[config.mk]
export PLATFORM = sky130hd
export DESIGN_NAME = ssf_front
export DESIGN_NICKNAME = d
export VERILOG_FILES = /design/src/rtl/core/stereo_sample_fifo_with_underrun_pad_core_macros.svh /design/src/rtl/core/ssf_pkg.sv /design/src/rtl/core/ssf_front.sv
export SDC_FILE = /design/constraint.sdc
export NUM_CORES = 1
export LEC_CHECK = 0
export ABC_AREA = 1
export BUFFER_PORTS_ARGS = -buffer_cell sky130_fd_sc_hd__buf_4
export CAP_MARGIN = 20
export CORE_MARGIN = 4
export CORE_UTILIZATION = 27
export DETAILED_ROUTE_END_ITERATION = 8
export PLACE_DENSITY = 0.92
export SETUP_SLACK_MARGIN = 0.05
export SLEW_MARGIN = 20
export SYNTH_ARGS = -nofsm -noshare
export SYNTH_HDL_FRONTEND = slang
export SYNTH_SLANG_ARGS = --single-unit
[constraint.sdc]
create_clock -name vclk -period 0.9
set_clock_uncertainty 0.05 [all_clocks]
set_input_delay 0 -clock vclk [all_inputs]
set_output_delay 0 -clock vclk [all_outputs]
set_load 0.02 [all_outputs]
[src/rtl/core/stereo_sample_fifo_with_underrun_pad_core_macros.svh]
// Assertion macros for the stereo sample FIFO core.
// Included by the modules that carry concurrent checks.
`ifndef STEREO_SAMPLE_FIFO_WITH_UNDERRUN_PAD_CORE_MACROS_SVH
`define STEREO_SAMPLE_FIFO_WITH_UNDERRUN_PAD_CORE_MACROS_SVH

`ifndef NO_ASSERTIONS
// Same-cycle implication.
`define SSF_ASSERT_NOW(label, clk, rst, ante, cons, msg) \
  label: assert property (@(posedge clk) disable iff (rst) (ante) |-> (cons)) \
    else $error(msg);
// Next-cycle implication.
`define SSF_ASSERT_NEXT(label, clk, rst, ante, cons, msg) \
  label: assert property (@(posedge clk) disable iff (rst) (ante) |=> (cons)) \
    else $error(msg);
`else
`define SSF_ASSERT_NOW(label, clk, rst, ante, cons, msg)
`define SSF_ASSERT_NEXT(label, clk, rst, ante, cons, msg)
`endif

`endif

[src/rtl/core/ssf_pkg.sv]
// Shared types, constants and helpers for the stereo sample FIFO core.
// No dependencies.
package ssf_pkg;

  localparam int MAX_FRAMES_DEF  = 4096;
  localparam int MAX_REQUEST_DEF = 64;

  localparam int BATCH_W  = 13;
  localparam int SAMPLE_W = 16;
  localparam int REQ_F_W  = 7;

  localparam int QUEUE_DEPTH = 2;

  typedef enum logic {
    OP_PUSH = 1'b0,
    OP_PULL = 1'b1
  } op_t;

  typedef enum logic {
    BK_IDLE,
    BK_PULL
  } back_state_t;

  typedef struct packed {
    op_t                  op;
    logic                 batch_start;
    logic [BATCH_W-1:0]   batch_frames;
    logic [SAMPLE_W-1:0]  left;
    logic [SAMPLE_W-1:0]  right;
    logic [REQ_F_W-1:0]   req_n;
  } cmd_t;

  typedef struct packed {
    logic full;
    logic not_empty;
  } q_status_t;

  function automatic logic [SAMPLE_W-1:0] sat16(input logic signed [31:0] x);
    logic [SAMPLE_W-1:0] r;
    if (x > 32'sd32767) begin
      r = 16'h7fff;
    end else if (x < -32'sd32768) begin
      r = 16'h8000;
    end else begin
      r = x[SAMPLE_W-1:0];
    end
    return r;
  endfunction

endpackage

[src/rtl/core/ssf_front.sv]
// Front end: accepts input requests, saturates samples, clamps pull length.
// Depends on ssf_pkg.
module ssf_front #(
  parameter int MAX_REQUEST = ssf_pkg::MAX_REQUEST_DEF
) (
  input  logic               in_valid,
  output logic               in_stall,
  input  logic               op,
  input  logic               batch_start,
  input  logic [12:0]        batch_frames,
  input  logic signed [31:0] left_in,
  input  logic signed [31:0] right_in,
  input  logic [6:0]         request_frames,
  input  ssf_pkg::q_status_t q_status,
  output logic               q_push,
  output ssf_pkg::cmd_t      q_cmd
);
  import ssf_pkg::*;

  logic [REQ_F_W-1:0] req_clamped;
  logic               keep;

  assign req_clamped = (request_frames > REQ_F_W'(MAX_REQUEST)) ?
                       REQ_F_W'(MAX_REQUEST) : request_frames;

  // drop empty pulls here: they yield nothing and change nothing
  assign keep = (op_t'(op) == OP_PUSH) || (req_clamped != '0);

  assign in_stall = q_status.full;
  assign q_push   = in_valid && !q_status.full && keep;

  always_comb begin
    q_cmd.op           = op_t'(op);
    q_cmd.batch_start  = batch_start;
    q_cmd.batch_frames = batch_frames;
    q_cmd.left         = sat16(left_in);
    q_cmd.right        = sat16(right_in);
    q_cmd.req_n        = req_clamped;
  end

endmodule

======== Yosys cells after proc, flatten, opt, wreduce, memory -nomap -nowiden ========
Index checks and enable logic that the tools add are counted.
operators by class
  bitwise logic cells ..................... 1
  reduce and logical (&&, ||, !) cells .... 5
  $lt $le $gt $ge ......................... 5
  mux-type cells .......................... 5
operators with widths
  cell                    count
  $gt A32 B16 Y1 const B  2
  $lt A32 B16 Y1 const B  2
  $mux W16                4
  $gt A7 B7 Y1 const B    1
  $mux W7                 1
  $reduce_bool A7 Y1      1
  $logic_and A1 B1 Y1     2
  $logic_not A1 Y1        1
  $logic_or A1 B1 Y1      1
  $not A1 Y1              1
storage, ports and cells
  register bits ........................... 0
  input bits .............................. 89
  output and inout bits ................... 56

======== Depth between registers and ports, before layout ========
  word-level depth ........................ 5
  mapped depth ............................ 7

======== Worst setup path after synthesis ========
OpenSTA, ideal clock, no wires.
  path kind ............................... input port to output port
  start point ............................. input right_in[29]
  end point ............................... output q_cmd[12] in the netlist's numbering
  slack ................................... 0.078 ns
  cell stages on the path ................. 7
  data arrival time ....................... 0.772 ns
  path buffers ............................ 1
  path through ............................ nand2_1 nor2_2 nand2_2 o21ai_4 buf_6 nand2_1 nand2_1
RTL lines
  element          RTL line         text
  start, declared  ssf_front.sv:12  input logic signed [31:0] right_in,
  end, declared    ssf_front.sv:16  output ssf_pkg::cmd_t q_cmd

==> results.json <==
{
  "num_rows": 19,
  "power.switching_uw": 558,
  "met3_usage": 0.0210,
  "placed_area_sq_um": 1610,
  "avgViaCountPerCell": 4.74,
  "grt_overflow": 0,
  "critical_path_required_ns": 0.85,
  "start_util": 0.282,
  "wl_per_cell_um": 14.2,
  "yosysTopAreaCell": "nand2_1",
  "setup.worst_path.start_class": "input port",
  "synthTopCellsByArea": "nand2_1 42%, buf_4 17%, nor2_1 16%",
  "pin_count": 145,
  "num_vias": 1493,
  "place.gp.congestion": 0.735,
  "finish.utilization": 0.784,
  "drv_slew": 0,
  "core_region_area_sq_um": 2760,
  "cp_data_arrival_time_ns": 0.96,
  "power_frac_seq": 0,
  "timing.hold.ws_ns": 0.166,
  "ant_nets": 0,
  "tightest_slew_ns": 0.253,
  "crit_type": "input port to primary output",
  "irDropWorstVdd_uv": 463,
  "powerDensity_nw_per_um2": 550,
  "regArea_sq_um": 0,
  "critPathMaxFanout": 10,
  "dr.pass1.iters": 4,
  "intPower_uw": 629,
  "min_path_type": "input port to primary output",
  "yosysSeqAreaShare": 0,
  "synth_top_area_share": 0.420,
  "diodes": 0,
  "drcViolationCount": 0,
  "post-place-cells": 300,
  "busiest_layer": "met2",
  "yosys_warnings": 0,
  "setup_ws_ns": -0.110,
  "drive_gt1_frac": 0.627,
  "slew_headroom": 0.831,
  "postSynthAreaPerCell_sq_um": 4.58,
  "netlist_instances": 170,
  "cellLeakagePower_nw": 1.13,
  "setup_tns_ns": -1.87,
  "power.total_mw": 1.19,
  "violations": "setup timing",
  "p_sw_frac": 0.470,
  "wirelength_mm": 4.48,
  "drt-initial-drc-count": 76,
  "status": "complete, but fails checks",
  "pwr-share-clk": 0,
  "syn-num-nets": 259,
  "preCtsSetupSlack_ns": -0.0697,
  "die-height_um": 61.7,
  "power.share.combinational": 1.000,
  "cts_setup_buffers": 0,
  "flops_and_latches": 0,
  "max_clock_freq_ghz": 0.990,
  "grt_pass1_vias": 1311,
  "setup_violations": 30,
  "hold_viol_final": 0,
  "die_area_sq_um": 3810,
  "min_period_over_period": 1.12,
  "die_w_um": 61.7,
  "rsz0062_at_grt": "yes",
  "numPortBuffers": 116,
  "grt_max_degree": 16,
  "synth_cell_types": 13,
  "use_met2": 0.402,
  "grt_pass1_wl_mm": 5.27,
  "grtUsageTotal": 0.179,
  "clockBufferCount": 0,
  "yosysMostFrequentCell": "nand2_1",
  "cp-end-kind": "primary output",
  "grt_use_met1": 0.164,
  "synth_area_sq_um": 778,
  "syn_to_final_growth_pct": 178,
  "final_area_sq_um": 2160,
  "synthTopCellsByCount": "87 x nand2_1, 34 x nor2_1, 18 x buf_4, 10 x inv_1, 5 x nand2_2",
  "cap_viol_max_count": 0,
  "nets": 375,
  "antenna_found_initial": 0,
  "min_period_ns": 1.01,
  "instances_no_fill": 315,
  "hpwlAfterDp_mm": 2.76
}
-- kinds of logic after synthesis --
family | after synthesis | synth area share
AND/OR/NAND/NOR | 129 | 0.646
AO/OA/AOI/OAI | 8 | 0.0884
buffers and inverters | 33 | 0.265
-- final cells by class --
cell class,count,area [sq um]
repair buffers,137,1330
multi-input cells,137,758
fillers,197,597
well taps,31,38.8
inverters,10,37.5
-- final timing paths --
check	from	endpoint	slack, ns	cells past startpoint
max	left_in[30]	q_cmd[28]	-0.11	9
min	op	q_cmd[53]	0.17	2
-- worst max-delay path, stage by stage --
cell and delay [ns]:
buf_4 0.08, nand2_1 0.08, nor2_4 0.09, nand2_2 0.07, o21ai_4 0.21, buf_12 0.15, nand2_1 0.07, nand2_2 0.08
buf_6 0.11
-- layout by cell type (no fill, tap or decap) --
master / netlist / layout
buf_8: 0 / 1
a31oi_1: 1 / 1
o21ai_0: 3 / 2
nor2_2: 2 / 10
inv_2: 0 / 1
inv_1: 10 / 9
nand2_1: 87 / 57
o21ai_1: 0 / 1
buf_6: 2 / 50
dlygate4sd3_1: 0 / 14
a21o_1: 2 / 1
nand2_2: 5 / 26
buf_4: 18 / 67
nand2_4: 0 / 9
clkbuf_16: 0 / 1
a21o_2: 0 / 1
nor3_1: 1 / 1
buf_12: 0 / 4
nor2_4: 0 / 6
o21ai_4: 2 / 2
nor2_1: 34 / 20
-- what timing repair did --
| action | 4_1_cts | 5_1_grt |
|---|---|---|
| pin swaps | 13 | 20 |
| resized for setup | 59 | 55 |
| endpoints found under the hold margin | 14 | 0 |
| cloned | 0 | 1 |
| hold buffers | 14 | 0 |
| setup endpoints to repair | 30 | 33 |
-- power groups by stage --
stage / clock network, mW / logic, mW / registers, mW
detailed placement: 0 / 0.857 / 0
global route: 0 / 1.26 / 0
floorplan: 0 / 0.445 / 0
finish: 0 / 1.19 / 0
CTS: 0 / 1.06 / 0
global placement: 0 / 0.843 / 0
-- metal layers --
layer / routed length [um] / share of wire
met4: 87 / 0.019
met3: 490 / 0.11
met1: 1270 / 0.28
met2: 2630 / 0.59
met5: 0 / 0
Power figures use the tool's default switching activity.
