===== src/rtl/core/stereo_sample_fifo_with_underrun_pad_core_macros.svh =====
// Assertion macros for the stereo sample FIFO core.
// Included by the modules that carry concurrent checks.
`ifndef STEREO_SAMPLE_FIFO_WITH_UNDERRUN_PAD_CORE_MACROS_SVH
`define STEREO_SAMPLE_FIFO_WITH_UNDERRUN_PAD_CORE_MACROS_SVH

`ifndef NO_ASSERTIONS
// Same-cycle implication.
`define SSF_ASSERT_NOW(label, clk, rst, ante, cons, msg) \
  label: assert property (@(posedge clk) disable iff (rst) (ante) |-> (cons)) \
    else $error(msg);
// Next-cycle implication.
`define SSF_ASSERT_NEXT(label, clk, rst, ante, cons, msg) \
  label: assert property (@(posedge clk) disable iff (rst) (ante) |=> (cons)) \
    else $error(msg);
`else
`define SSF_ASSERT_NOW(label, clk, rst, ante, cons, msg)
`define SSF_ASSERT_NEXT(label, clk, rst, ante, cons, msg)
`endif

`endif


===== src/rtl/core/ssf_pkg.sv =====
// Shared types, constants and helpers for the stereo sample FIFO core.
// No dependencies.
package ssf_pkg;

  localparam int MAX_FRAMES_DEF  = 4096;
  localparam int MAX_REQUEST_DEF = 64;

  localparam int BATCH_W  = 13;
  localparam int SAMPLE_W = 16;
  localparam int REQ_F_W  = 7;

  localparam int QUEUE_DEPTH = 2;

  typedef enum logic {
    OP_PUSH = 1'b0,
    OP_PULL = 1'b1
  } op_t;

  typedef enum logic {
    BK_IDLE,
    BK_PULL
  } back_state_t;

  typedef struct packed {
    op_t                  op;
    logic                 batch_start;
    logic [BATCH_W-1:0]   batch_frames;
    logic [SAMPLE_W-1:0]  left;
    logic [SAMPLE_W-1:0]  right;
    logic [REQ_F_W-1:0]   req_n;
  } cmd_t;

  typedef struct packed {
    logic full;
    logic not_empty;
  } q_status_t;

  function automatic logic [SAMPLE_W-1:0] sat16(input logic signed [31:0] x);
    logic [SAMPLE_W-1:0] r;
    if (x > 32'sd32767) begin
      r = 16'h7fff;
    end else if (x < -32'sd32768) begin
      r = 16'h8000;
    end else begin
      r = x[SAMPLE_W-1:0];
    end
    return r;
  endfunction

endpackage


===== src/rtl/core/ssf_queue.sv =====
// Short command queue between the front end and the back end.
// Depends on ssf_pkg and the core assertion macros.
`include "stereo_sample_fifo_with_underrun_pad_core_macros.svh"

module ssf_queue (
  input  logic               clk,
  input  logic               rst,
  input  logic               push,
  input  ssf_pkg::cmd_t      push_cmd,
  input  logic               pop,
  output ssf_pkg::cmd_t      head_cmd,
  output ssf_pkg::q_status_t status
);
  import ssf_pkg::*;

  localparam int PTR_W = (QUEUE_DEPTH > 1) ? $clog2(QUEUE_DEPTH) : 1;
  localparam int CNT_W = $clog2(QUEUE_DEPTH + 1);

  cmd_t             entries [QUEUE_DEPTH];
  logic [PTR_W-1:0] wr_ptr;
  logic [PTR_W-1:0] rd_ptr;
  logic [CNT_W-1:0] count;

  function automatic logic [PTR_W-1:0] bump(input logic [PTR_W-1:0] p);
    return (p == PTR_W'(QUEUE_DEPTH - 1)) ? '0 : p + PTR_W'(1);
  endfunction

  always_ff @(posedge clk) begin
    if (rst) begin
      wr_ptr <= '0;
      rd_ptr <= '0;
      count  <= '0;
    end else begin
      if (push) begin
        wr_ptr <= bump(wr_ptr);
      end
      if (pop) begin
        rd_ptr <= bump(rd_ptr);
      end
      if (push && !pop) begin
        count <= count + CNT_W'(1);
      end else if (pop && !push) begin
        count <= count - CNT_W'(1);
      end
    end
  end

  always_ff @(posedge clk) begin
    if (push) begin
      entries[wr_ptr] <= push_cmd;
    end
  end

  assign head_cmd         = entries[rd_ptr];
  assign status.full      = (count == CNT_W'(QUEUE_DEPTH));
  assign status.not_empty = (count != '0);

  `SSF_ASSERT_NOW(a_no_pop_empty, clk, rst, pop, status.not_empty, "pop from empty queue")
  `SSF_ASSERT_NOW(a_no_push_full, clk, rst, push, !status.full, "push into full queue")
  `SSF_ASSERT_NEXT(a_push_fills, clk, rst, push && !pop, count != '0, "push lost in queue")

endmodule


===== config.mk =====
export PLATFORM = sky130hd
export DESIGN_NAME = ssf_queue
export DESIGN_NICKNAME = d
export VERILOG_FILES = /design/src/rtl/core/ssf_pkg.sv /design/src/rtl/core/ssf_queue.sv
export VERILOG_INCLUDE_DIRS = /design/src /design/src/rtl/core
export SDC_FILE = /design/constraint.sdc
export NUM_CORES = 1
export LEC_CHECK = 0
export ABC_AREA = 1
export BUFFER_PORTS_ARGS = -buffer_cell sky130_fd_sc_hd__buf_2
export CAP_MARGIN = 20
export CORE_ASPECT_RATIO = 1.1
export CORE_MARGIN = 3
export CORE_UTILIZATION = 30
export DETAILED_ROUTE_END_ITERATION = 7
export RECOVER_POWER = 100
export SETUP_SLACK_MARGIN = 0.02
export SLEW_MARGIN = 20
export SYNTH_ARGS = -nofsm -noshare
export SYNTH_HDL_FRONTEND = slang
export SYNTH_SLANG_ARGS = --single-unit

===== constraint.sdc =====
create_clock -name clk -period 3.9 [get_ports clk]
set_input_delay 0.39 -clock clk [delete_from_list [all_inputs] [get_ports clk]]
set_output_delay 0.39 -clock clk [all_outputs]
set_load 0.01 [all_outputs]

After elaboration in Yosys (flattened, before gate mapping) --
Memories as Yosys holds them, arrays and structs flattened. A register that Yosys moved wholly into a read port is not among the register bits. Cells that the tools add are included.
Storage, ports and cells: register bits 4, memory bits (writable) 108, memories kept 1
Memory list:
- entries | words 2, width 54, rd ports 1, clocked after Yosys merged registers in 1, write ports 1, line ssf_queue.sv:19 | cmd_t entries [QUEUE_DEPTH];
Operators by class: add/sub/neg operators 4, equality and inequality tests 1, multiplexer cells 8, reductions and logical operators 6
Operator list (count):
- $mux W1 | 6
- $mux W2 | 2
- $reduce_bool A2 Y1 | 2
- $add A1 B1 Y1 const B | 2
- $add A2 B1 Y2 const B | 1
- $eq A2 B2 Y1 const B | 1
- $logic_and A1 B1 Y1 | 2
- $logic_not A1 Y1 | 2
- $sub A2 B1 Y2 const B | 1

Depth between registers and ports, before layout --
Gate-level depths: netlist of run 1.
word-level depth 4, depth in mapped cells 8, gate-level depth less buffers 8

Worst setup path after synthesis of run 1 --
No wires, ideal clock.
path type input port to flip-flop, start point input push, end point memory entries[0][0] (netlist bit), enable pin, arrival time 2697 ps, setup slack 736 ps, cell stages on the path 2, path buffers 0, cells stage by stage inv_1 > nor2_1
Between the ends: word-level cells in the longest chain between the ends 2
Ends and longest elaborated chain:
- start: declaration | line ssf_queue.sv:8 | input logic push,
- $mux W1 | line ssf_queue.sv:49 | if (push) begin
- $mux W1 (implied by the code) | line ssf_queue.sv:50 | entries[wr_ptr] <= push_cmd;
- end: declaration | line ssf_queue.sv:19
No other way between the ends.

Worst setup path in the final report of run 1 --
start point register wr_ptr, end point memory entries[0][1] (netlist bit), enable pin
RTL lines:
- start: declaration | line ssf_queue.sv:20 | logic [PTR_W-1:0] wr_ptr;
- start signal: assignment | line ssf_queue.sv:35 | wr_ptr <= bump(wr_ptr);
No word-level cell before the write port.

==> results of run 1 <==
==> cell type report <==
type,count,area share (%)
tap,188,4.38
sequential,113,62.3
multi-input combinational,73,13.1
inverter,9,0.629
clock inverter,13,1.82
clock buffer,18,7.99
timing repair buffer,115,9.76
==> per-layer routing <==
layer  part of all wire, %  vias to the layer above  track usage, %
met3                   6.4                       10            3.93
met5                     0                        -               0
li1                      -                     1028               -
met2                    49                       69            16.2
met1                    43                     1059            11.8
met4                   1.3                        0            4.67
==> cell usage after synthesis, drive strengths merged <==
master  count
dfxtp       5
nand3       1
buf         6
o21ai       1
ha          1
inv         9
nand4       1
nor3        1
mux2       54
xnor2       1
a21oi       1
nor2        6
edfxtp    108
nand2       6
==> path summary, 6_finish.rpt <==
path,start,endpoint,slack [ns]
max,wr_ptr$_SDFFE_PP0P_,entries[0][1]$_DFFE_PP_,1.01
max reg2reg,wr_ptr$_SDFFE_PP0P_,entries[0][1]$_DFFE_PP_,1.01
min,push_cmd[3],entries[0][3]$_DFFE_PP_,0.18
min reg2reg,wr_ptr$_SDFFE_PP0P_,wr_ptr$_SDFFE_PP0P_,0.52
==> power groups by stage <==
| stage | clock network, mW | registers [mW] | logic [mW] |
|---|---|---|---|
| 6_report | 1.36 | 1.44 | 0.232 |
| 5_1_grt | 1.45 | 1.45 | 0.257 |
| 4_1_cts | 1.40 | 1.45 | 0.294 |
| 3_5_place_dp | 0 | 1.48 | 0.293 |
| 3_3_place_gp | 0 | 1.47 | 0.289 |
| 2_1_floorplan | 0 | 1.44 | 0.219 |
==> worst reg2reg max path: stages (launching register included) <==
cell and delay, ns:
dfxtp_1 0.32, nor2_1 1.58, buf_4 0.62
==> stage by stage <==
step                      worst slack (ns)  power (mW)  utilization [%]  cell area [um^2]  hold slack [ns]
after floorplan                      0.736        1.66                -              4380            0.462
after global placement                1.85        1.76             36.3              5090            0.506
after detailed placement              1.83        1.77             36.3              5090            0.496
after CTS                             1.44        3.15             40.1              5620            0.154
after global routing                 0.761        3.16             38.3              5370            0.162
final                                 1.01        3.03             38.3              5370            0.185
==> cells by family after synthesis <==
group / Yosys count
AND/OR/NAND/NOR: 15
AO/OA/AOI/OAI: 2
XOR/XNOR: 1
buffers and inverters: 15
multiplexers: 54
adder cells (fa/ha/maj): 1
flip-flops: 113
==> sequential cells by signal, indices dropped and copies added, names as in the netlist, named ones only <==
register / cells
wr_ptr: 1
count: 2
rd_ptr: 1
entries: 108
==> qor.csv, run 1 <==
stage,metric,value,unit
hold_path,hold_class,in -> reg,
detailed_routing,ant_nets,0,
setup_path,startpoint_type,register,
setup_path,path_cells,nor2_1 -> buf_4,
run_status,run_status,finished with violations,
logic_synthesis,synth_xor_area_share,0.200,%
power_and_ir_drop,swShare,21.8,%
run_status,violations,"max-capacitance violations, max-slew violations",
floorplan,die_w,121,um
clocking,hold_buffers,0,
setup_path,critPathMaxStageDelay,1.58,ns
logic_synthesis,yosys.area_share.simple,1.40,%
global_routing,grt_pass1_wl,12.1,mm
global_routing,antenna_found_initial,0,
power_and_ir_drop,comb_power_share,7.7,%
timing,slew_headroom,-44.5,%
layout,layout_common_cells,"108 x edfxtp_1, 71 x buf_2, 49 x mux2_1, 43 x clkbuf_1, 17 x clkbuf_16",
place,portBuffers,113,
logic_synthesis,yosysSeqAreaShare,76.4,%
clocking,cts_num_sinks,113,
setup_path,cpMaxStageDelayCell,nor2_1,
power_and_ir_drop,p_per_area,564,mW/mm^2
flow_run,maxCapViolCount,2,
floorplan,num_rows,45,
timing,finalCritPeriodShare,74.2,%
detailed_routing,firstDrtPassIters,3,
global_routing,grt_max_degree,55,
logic_synthesis,ys_types,16,
layout,regArea,0.00334,mm^2
layout,drive_gt1_share,31.4,%
clocking,cts-root-buf,clkbuf_16,
logic_synthesis,ys_top_cells_by_area,"edfxtp_1 74%, mux2_4 17%, buf_12 2.3%",
power_and_ir_drop,p_int,2.37,mW
timing,finClkSkew,0.00964,ns
setup_path,worstPathRequired,3.95,ns
logic_synthesis,yosys_warnings,0,
setup_path,path_depth,2,
layout,n_antenna_cell,0,
floorplan,dieArea,0.0161,mm^2
clocking,ctsResizeCount,0,
logic_synthesis,syn_area,0.00438,mm^2
detailed_routing,drc,0,
layout,fillers,1381,
logic_synthesis,synth_compound_area_share,0.229,%
logic_synthesis,yosysTopAreaCellShare,74.1,%
detailed_routing,post_drt_wl_per_cell,14.7,um
logic_synthesis,synth_top_family_by_area,multiplexers,
logic_synthesis,yosysTopAreaCell,edfxtp_1,
logic_synthesis,synth_cells,201,
clocking,numCtsBuffers,17,
floorplan,die_h,133,um
logic_synthesis,synth_mux_area_share,18.2,%
power_and_ir_drop,seqPwrFrac,47.6,%
place,place_inst,498,
floorplan,io_pins,114,
power_and_ir_drop,peakVddDrop,237,uV
floorplan,initial_core_util,31.2,%
layout,synthToLayoutAreaGrowth,22.7,%
detailed_routing,drt_iter0_drc,57,
global_routing,grt-ovfl-total,0,
timing,slew_violations,68,
clocking,cts_tree,built,
setup_path,cp_num_buf_inv,1,
setup_path,worst_ep_arrival_time,2.94,ns
power_and_ir_drop,clkPwrFrac,44.8,%
timing,setup-tns-final,0,ns
layout,fin_cells,529,
clocking,clk_pin_slew,0.05,ns
setup_path,crit_family,simple AND/OR/NAND/NOR gates,
layout,final_nets,388,
setup_path,worstSetupPathType,reg -> reg,
hold_path,worstHoldPathCells,1,
clocking,cts_buffer_depth,2,
detailed_routing,vias,2166,
place,gp_congestion,0.676,
clocking,postCtsSetupBuffers,0,
timing,max_slew.worst_pin.slew,2.16,ns
power_and_ir_drop,p_sw,0.662,mW
detailed_routing,avgViaCountPerCell,4.09,
timing,post-route-min-period,2.89,ns
setup_path,crit_fanout,30,
global_routing,grtUsageTotal,10.0,%
layout,multi_input_area,704,um^2
setup_path,ff2ff_path_depth,2,
global_routing,grt_pass1_vias,2371,
layout,layout_commonest_cell,edfxtp_1,
timing,timing.fmax,346,MHz
setup_path,end_kind,register,
clocking,cts-htree-levels,4,
timing,rsz0062_at_grt,no,
logic_synthesis,syn_area_per_cell,21.8,um^2
timing,finalHoldViolations,0,
detailed_routing,wirelength,7.80,mm
place,hpwlAfterDp,5.03,mm
clocking,clk_latency,0.40,ns
logic_synthesis,synth_nets,260,
logic_synthesis,synth-seq-cells,113,
power_and_ir_drop,power.leakage,1.96,nW
timing,setup-violations-final,0,
floorplan,coreArea,0.0140,mm^2
logic_synthesis,synth_adder_area_share,0.286,%
No activity file was read; power rests on OpenSTA's default activity.
==> inputs of run 2 (changes only) <==
Clock period 3.9 ns to 2.4 ns, I/O delays scaled along.
==> run 2 against run 1 <==
Utilization up 0.48 points. Die area unchanged. Clock skew is 0.0041 ns lower. Critical path type unchanged. Sequential cell count unchanged. Maximum frequency is 49% higher. Highest routed layer unchanged. Sequential share of layout area shrank 0.73 points. Worst setup slack worse by 0.54 ns. The flow now finishes without violations.
==> qor.csv, run 2 (synthesized netlist as in run 1, its figures left out) <==
stage,metric,value,unit,change
layout,final_nets,392,,+1.0%
timing,timing.fmax,517,MHz,+49%
global_routing,grtUsageTotal,10.3,%,+0.25 points
timing,whs,0.0284,ns,-0.156 ns
run_status,run_status,"complete, no violations",,
setup_path,ff2ff_path_depth,3,,+1
detailed_routing,avgViaCountPerCell,4.07,,-0.61%
timing,finalHoldViolations,0,,unchanged
detailed_routing,vias,2165,,-0.046%
detailed_routing,post_drt_wl_per_cell,14.8,um,+0.40%
global_routing,grt_pass1_vias,2373,,+0.084%
floorplan,coreArea,0.0140,mm^2,unchanged
clocking,clk_latency,0.40,ns,about the same
timing,max_slew.worst_pin.slew,1.34,ns,-0.817 ns
detailed_routing,drc,0,,unchanged
clocking,cts_num_sinks,113,,unchanged
setup_path,r2r_end,entries[1][50]$_DFFE_PP_,,
layout,n_antenna_cell,0,,unchanged
setup_path,end_kind,register,,
setup_path,reg2reg_from,wr_ptr$_SDFFE_PP0P_,,
global_routing,grt-ovfl-total,0,,unchanged
setup_path,worst_ep_arrival_time,1.94,ns,-1.00 ns
clocking,cts-htree-levels,4,,unchanged
setup_path,worstPathRequired,2.40,ns,-1.55 ns
timing,post-route-min-period,1.94,ns,-0.957 ns
power_and_ir_drop,p_per_area,918,mW/mm^2,+63%
hold_path,min_from,push_cmd[15],,
place,hpwlAfterDp,5.00,mm,-0.60%
floorplan,num_rows,45,,unchanged
clocking,cts_tree,built,,
detailed_routing,wirelength,7.88,mm,+0.97%
global_routing,antenna_found_initial,0,,unchanged
setup_path,crit_fanout,55,,+83%
hold_path,hold_class,in -> reg,,
floorplan,die_w,121,um,unchanged
clocking,cts_buffer_depth,2,,unchanged
floorplan,die_h,133,um,unchanged
hold_path,worstHoldEndpoint,entries[0][15]$_DFFE_PP_,,
floorplan,dieArea,0.0161,mm^2,unchanged
detailed_routing,ant_nets,0,,unchanged
detailed_routing,drt_iter0_drc,80,,+40%
timing,slew_headroom,10.5,%,+55 points
timing,slew_violations,0,,-100%
global_routing,grt_max_degree,56,,+1.8%
timing,setup-tns-final,0,ns,unchanged
clocking,cts-root-buf,clkbuf_16,,
clocking,postCtsSetupBuffers,0,,unchanged
setup_path,worstSetupPathType,reg -> reg,,
setup_path,rrSetupSlack,0.46,ns,-0.54 ns
layout,layout_common_cells,"108 x edfxtp_1, 78 x buf_2, 49 x mux2_1, 37 x clkbuf_1, 17 x clkbuf_16",,
timing,rsz0062_at_grt,no,,
layout,synthToLayoutAreaGrowth,24.2,%,
layout,drive_gt1_share,32.6,%,+1.2 points
place,gp_congestion,0.667,,-1.3%
detailed_routing,firstDrtPassIters,4,,+1
timing,finalCritPeriodShare,80.7,%,+6.5 points
power_and_ir_drop,peakVddDrop,642,uV,+170%
layout,largest_register_ffs,108,,unchanged
hold_path,worstHoldPathCells,1,,unchanged
power_and_ir_drop,power.leakage,2.00,nW,+2.1%
clocking,clk_pin_slew,0.05,ns,about the same
layout,top_register,entries,,
flow_run,maxCapViolCount,0,,-2
floorplan,initial_core_util,31.2,%,unchanged
clocking,numCtsBuffers,17,,unchanged
layout,layout_commonest_cell,edfxtp_1,,
floorplan,io_pins,114,,unchanged
setup_path,startpoint_type,register,,
timing,finClkSkew,0.00559,ns,-0.00406 ns
layout,largestRegisters,"entries: 108 flops, count: 2 flops",,
timing,setup-violations-final,0,,unchanged
place,portBuffers,113,,unchanged
clocking,ctsResizeCount,0,,unchanged
global_routing,grt_pass1_wl,12.2,mm,+1.4%
-- run 2: cell types whose count changed in the layout (fill, tap and decap cells not counted), moves of 2 or more --
cell        delta
clkinvlp_4     -2
clkbuf_1       -6
buf_2          +7
clkbuf_2       +2
clkinv_2       -4
clkinv_1       +4
-- run 2: how the worst max path moves through the flow --
| stage | slack, ns | startpoint | to | cells after the start |
|---|---|---|---|---|
| 6_report | 0.46 | wr_ptr$_SDFFE_PP0P_ | entries[1][50]$_DFFE_PP_ | 3 |
| 3_3_place_gp | 0.91 | register | head_cmd[36] | 3 |
| 5_1_grt | 0.26 | wr_ptr$_SDFFE_PP0P_ | entries[1][30]$_DFFE_PP_ | 3 |
| 2_1_floorplan | 0.24 | wr_ptr$_SDFFE_PP0P_ | entries[0][0]$_DFFE_PP_ | 1 |
| 3_5_place_dp | 0.90 | register | head_cmd[36] | 3 |
| 4_1_cts | 0.45 | register | head_cmd[36] | 3 |
-- run 2: area by class of cell --
class | count | area, um^2
inverters | 9 | 33.8
clock buffers | 20 | 437
multi-input cells | 73 | 716
repair buffers | 119 | 573
flip-flops and latches | 113 | 3350
clock inverters | 10 | 95.1
well taps | 188 | 235
fillers | 1354 | 8580
-- run 2: per-layer routing --
metal  wire (um)  track usage, %  up-vias
met3         677            5.81        6
met4          91            4.23        0
li1            -               -     1038
met2        3850            16.5       78
met1        3260            11.3     1043
met5           0               0        -
-- run 2: worst max-delay path, stage by stage (launching register included) --
cell and delay (ns):
dfxtp_1 0.39, nand2_1 0.07, clkinv_1 0.04, buf_2 0.99
-- run 2: where the power goes --
group	internal (mW)	switching [mW]	leakage (nW)
sequential	2.29	0.0236	1.06
clock	1.49	0.766	0.263
combinational	0.181	0.245	0.683
total	3.95	1.04	2.00
-- run 2: stage by stage --
step                      instances  util [%]  total power [mW]  worst slack (ns)  cell area, um^2
final                           532      38.8              4.99             0.464             5440
after global routing            532      38.8              5.21             0.256             5440
after CTS                       532      40.5              5.17             0.454             5680
after detailed placement        501      36.7              2.89             0.897             5140
after global placement          501      36.7              2.87             0.909             5140
after floorplan                 201         -              2.70             0.241             4380
-- run 2: timing repair --
action | CTS | global route
endpoints found under the setup margin | 0 | 0
hold endpoints to repair | 2 | 0
hold buffers | 1 | 0
==> inputs of run 3 (changes only) <==
Settings changed: ABC_AREA 1 to 0.
Clock period 2.4 ns to 2 ns, I/O delays scaled along.
==> run 3 against run 2 <==
Clock power increased by 21%. Cell count increased by 7.7%. Critical endpoint is now head_cmd[36]. Count of clock-buffer cells in the layout increased by 2. Wire length is 1.1% higher.
==> qor.csv, run 3 <==
stage,metric,value,unit,change
run_status,run_status,"complete, no violations",,
place,dpl_cell_area,0.00491,mm^2,-4.4%
floorplan,die_h,129,um,-2.8%
detailed_routing,wirelength,7.97,mm,+1.1%
clocking,cts-htree-levels,4,,unchanged
logic_synthesis,syn_area,0.00412,mm^2,-5.8%
logic_synthesis,ys.flop_type,edfxtp_1,,
timing,slew_violations,0,,unchanged
global_routing,antenna_found_initial,0,,unchanged
place,portBuffers,113,,unchanged
timing,max_slew.worst_pin.slew,0.845,ns,-0.497 ns
layout,largestRegisters,"entries: 108 flops, count: 2 flops",,
layout,regArea,0.00334,mm^2,about the same
timing,timing.fmax,547,MHz,
layout,multi_input_area,723,um^2,+1.0%
layout,final_area,0.00587,mm^2,+8.0%
timing,post-route-min-period,1.83,ns,
setup_path,crit_family,buffers and inverters,,
power_and_ir_drop,peakVddDrop,532,uV,-17%
timing,finClkSkew,0.0105,ns,+0.00490 ns
layout,layout_commonest_cell,edfxtp_1,,
flow_run,maxCapViolCount,0,,unchanged
clocking,clk_pin_slew,0.05,ns,about the same
clocking,cts_num_sinks,113,,unchanged
detailed_routing,ant_nets,0,,unchanged
hold_path,hold_class,in -> reg,,
clocking,clk_latency,0.40,ns,about the same
logic_synthesis,synth_edf_count,108,,unchanged
global_routing,grt-ovfl-total,0,,unchanged
floorplan,initial_core_util,30.9,%,-0.27 points
clocking,cts_tree,built,,
floorplan,dieArea,0.0152,mm^2,-5.5%
setup_path,end_kind,primary output,,
global_routing,grtUsageTotal,10.9,%,+0.58 points
setup_path,worst_ep_arrival_time,1.63,ns,-0.31 ns
setup_path,startpoint_type,register,,
timing,slew_headroom,43.7,%,+33 points
power_and_ir_drop,power.leakage,2.03,nW,+1.2%
logic_synthesis,yosysTopAreaCellShare,78.7,%,+4.6 points
logic_synthesis,yosysSeqAreaShare,81.1,%,+4.7 points
detailed_routing,drc,0,,unchanged
layout,drive_gt1_share,27.0,%,-5.6 points
timing,setup-violations-final,0,,unchanged
power_and_ir_drop,p_per_area,1050,mW/mm^2,+14%
logic_synthesis,ys_types,17,,+1
setup_path,critPathMaxStageDelay,0.39,ns,-0.60 ns
detailed_routing,firstDrtPassIters,4,,unchanged
clocking,cts_buffer_depth,2,,unchanged
floorplan,num_rows,44,,-2.2%
layout,n_antenna_cell,0,,unchanged
detailed_routing,avgViaCountPerCell,4.17,,+2.5%
layout,final_nets,436,,+11%
global_routing,grt_pass1_vias,2624,,+11%
setup_path,worstPathRequired,1.80,ns,-0.60 ns
timing,finalCritPeriodShare,91.4,%,
timing,setup-tns-final,0,ns,unchanged
layout,top_register,entries,,
floorplan,coreArea,0.0133,mm^2,-5.0%
global_routing,grt_max_degree,32,,-43%
timing,finalHoldViolations,0,,unchanged
place,gp_congestion,0.665,,-0.28%
logic_synthesis,syn_area_per_cell,21.7,um^2,-0.35%
setup_path,worstSetupPathType,reg -> out,,
layout,largest_register_ffs,108,,unchanged
layout,fillers,1245,,-8.1%
setup_path,cp_num_buf_inv,2,,unchanged
power_and_ir_drop,power.total,6.15,mW,+23%
clocking,cts-root-buf,clkbuf_16,,
clocking,numCtsBuffers,17,,unchanged
place,hpwlAfterDp,4.92,mm,-1.6%
clocking,postCtsSetupBuffers,0,,unchanged
logic_synthesis,ys_top_cells_by_area,"edfxtp_1 79%, mux2_2 15%, dfxtp_1 2.4%",,
setup_path,path_cells,buf_4 -> mux2_1 -> buf_2,,
logic_synthesis,synth_nets,249,,-4.2%
floorplan,io_pins,114,,unchanged
logic_synthesis,synth_most_common_cell,edfxtp_1,,
layout,synthToLayoutAreaGrowth,42.4,%,
detailed_routing,post_drt_wl_per_cell,13.9,um,-6.1%
detailed_routing,drt_iter0_drc,92,,+15%
setup_path,crit_fanout,30,,-45%
logic_synthesis,synth_cells,190,,-5.5%
logic_synthesis,synthTopCellsByCount,"108 x edfxtp_1, 54 x mux2_2, 5 x buf_6, 5 x dfxtp_1, 4 x nor2_1",,
logic_synthesis,synth-seq-cells,113,,unchanged
detailed_routing,vias,2390,,+10%
logic_synthesis,yosysTopAreaCell,edfxtp_1,,
setup_path,cpMaxStageDelayCell,mux2_1,,
floorplan,die_w,118,um,-2.8%
timing,rsz0062_at_grt,no,,
logic_synthesis,synthArstFlopShare,0,%,unchanged
global_routing,grt_pass1_wl,12.5,mm,+2.6%
layout,layout_common_cells,"108 x edfxtp_1, 98 x clkbuf_1, 55 x dlygate4sd3_1, 52 x mux2_2, 19 x buf_2",,
logic_synthesis,yosys_warnings,0,,unchanged
[run 3: stage by stage]
| step | setup slack (ns) | cells | hold WS (ns) | utilization, % |
|---|---|---|---|---|
| finish | 0.172 | 573 | 0.108 | 44.1 |
| global route | 0.0522 | 573 | 0.118 | 44.1 |
| CTS | 0.117 | 573 | 0.0889 | 45.0 |
| detailed placement | 0.558 | 487 | 0.393 | 36.9 |
| global placement | 0.554 | 487 | 0.387 | 36.9 |
| floorplan | 0.432 | 190 | 0.269 | - |
[run 3: timing repair]
item | 4_1_cts | 5_1_grt
hold buffers | 55 | 0
resized for setup | 0 | 0
hold endpoints to repair | 112 | 0
[run 3: layout make-up]
| class | count | area share [%] |
|---|---|---|
| well taps | 184 | 3.92 |
| repair buffers | 174 | 17.6 |
| inverters | 1 | 0.0639 |
| flip-flops and latches | 113 | 57.0 |
| multi-input cells | 70 | 12.3 |
| clock inverters | 9 | 1.56 |
| clock buffers | 22 | 7.57 |
[run 3: worst paths after layout]
| check | depth (start not counted) | slack [ns] | from | endpoint |
|---|---|---|---|---|
| worst max-delay path | 3 | 0.17 | register | head_cmd[36] |
| worst min register to register | 2 | 0.51 | count[1]$_SDFFE_PP0P_ | count[1]$_SDFFE_PP0P_ |
| worst max register to register | 2 | 0.37 | wr_ptr$_SDFFE_PP0P_ | entries[1][23]$_DFFE_PP_ |
| worst min-delay path | 3 | 0.11 | push | wr_ptr$_SDFFE_PP0P_ |
[run 3: cells by family after synthesis]
kind of cell,share of synthesized area (%)
buf+inv,1.58
flops,81.1
xor+xnor,0.850
compound gates,0.243
mux,14.7
fa+ha+maj,0.303
simple gates,1.18
[run 3: where the power goes]
| part | leakage (nW) | internal, mW | switching (mW) |
|---|---|---|---|
| Clock | 0.264 | 1.80 | 0.931 |
| Combinational | 0.706 | 0.296 | 0.321 |
| Sequential | 1.06 | 2.77 | 0.0367 |
| Total | 2.03 | 4.86 | 1.29 |
[run 3: routing by layer]
metal	GRT usage, %	wire length [um]	vias up
li1	-	-	1128
met1	11.2	3100	1170
met2	19.0	4260	80
met3	5.05	515	12
met4	5.17	86	0
met5	0	0	-
[run 3: worst register-to-register path, cell delays in order, from the launching register on]
cell and delay (ns):
dfxtp_1 0.40, and2_2 0.18, clkbuf_2 0.65
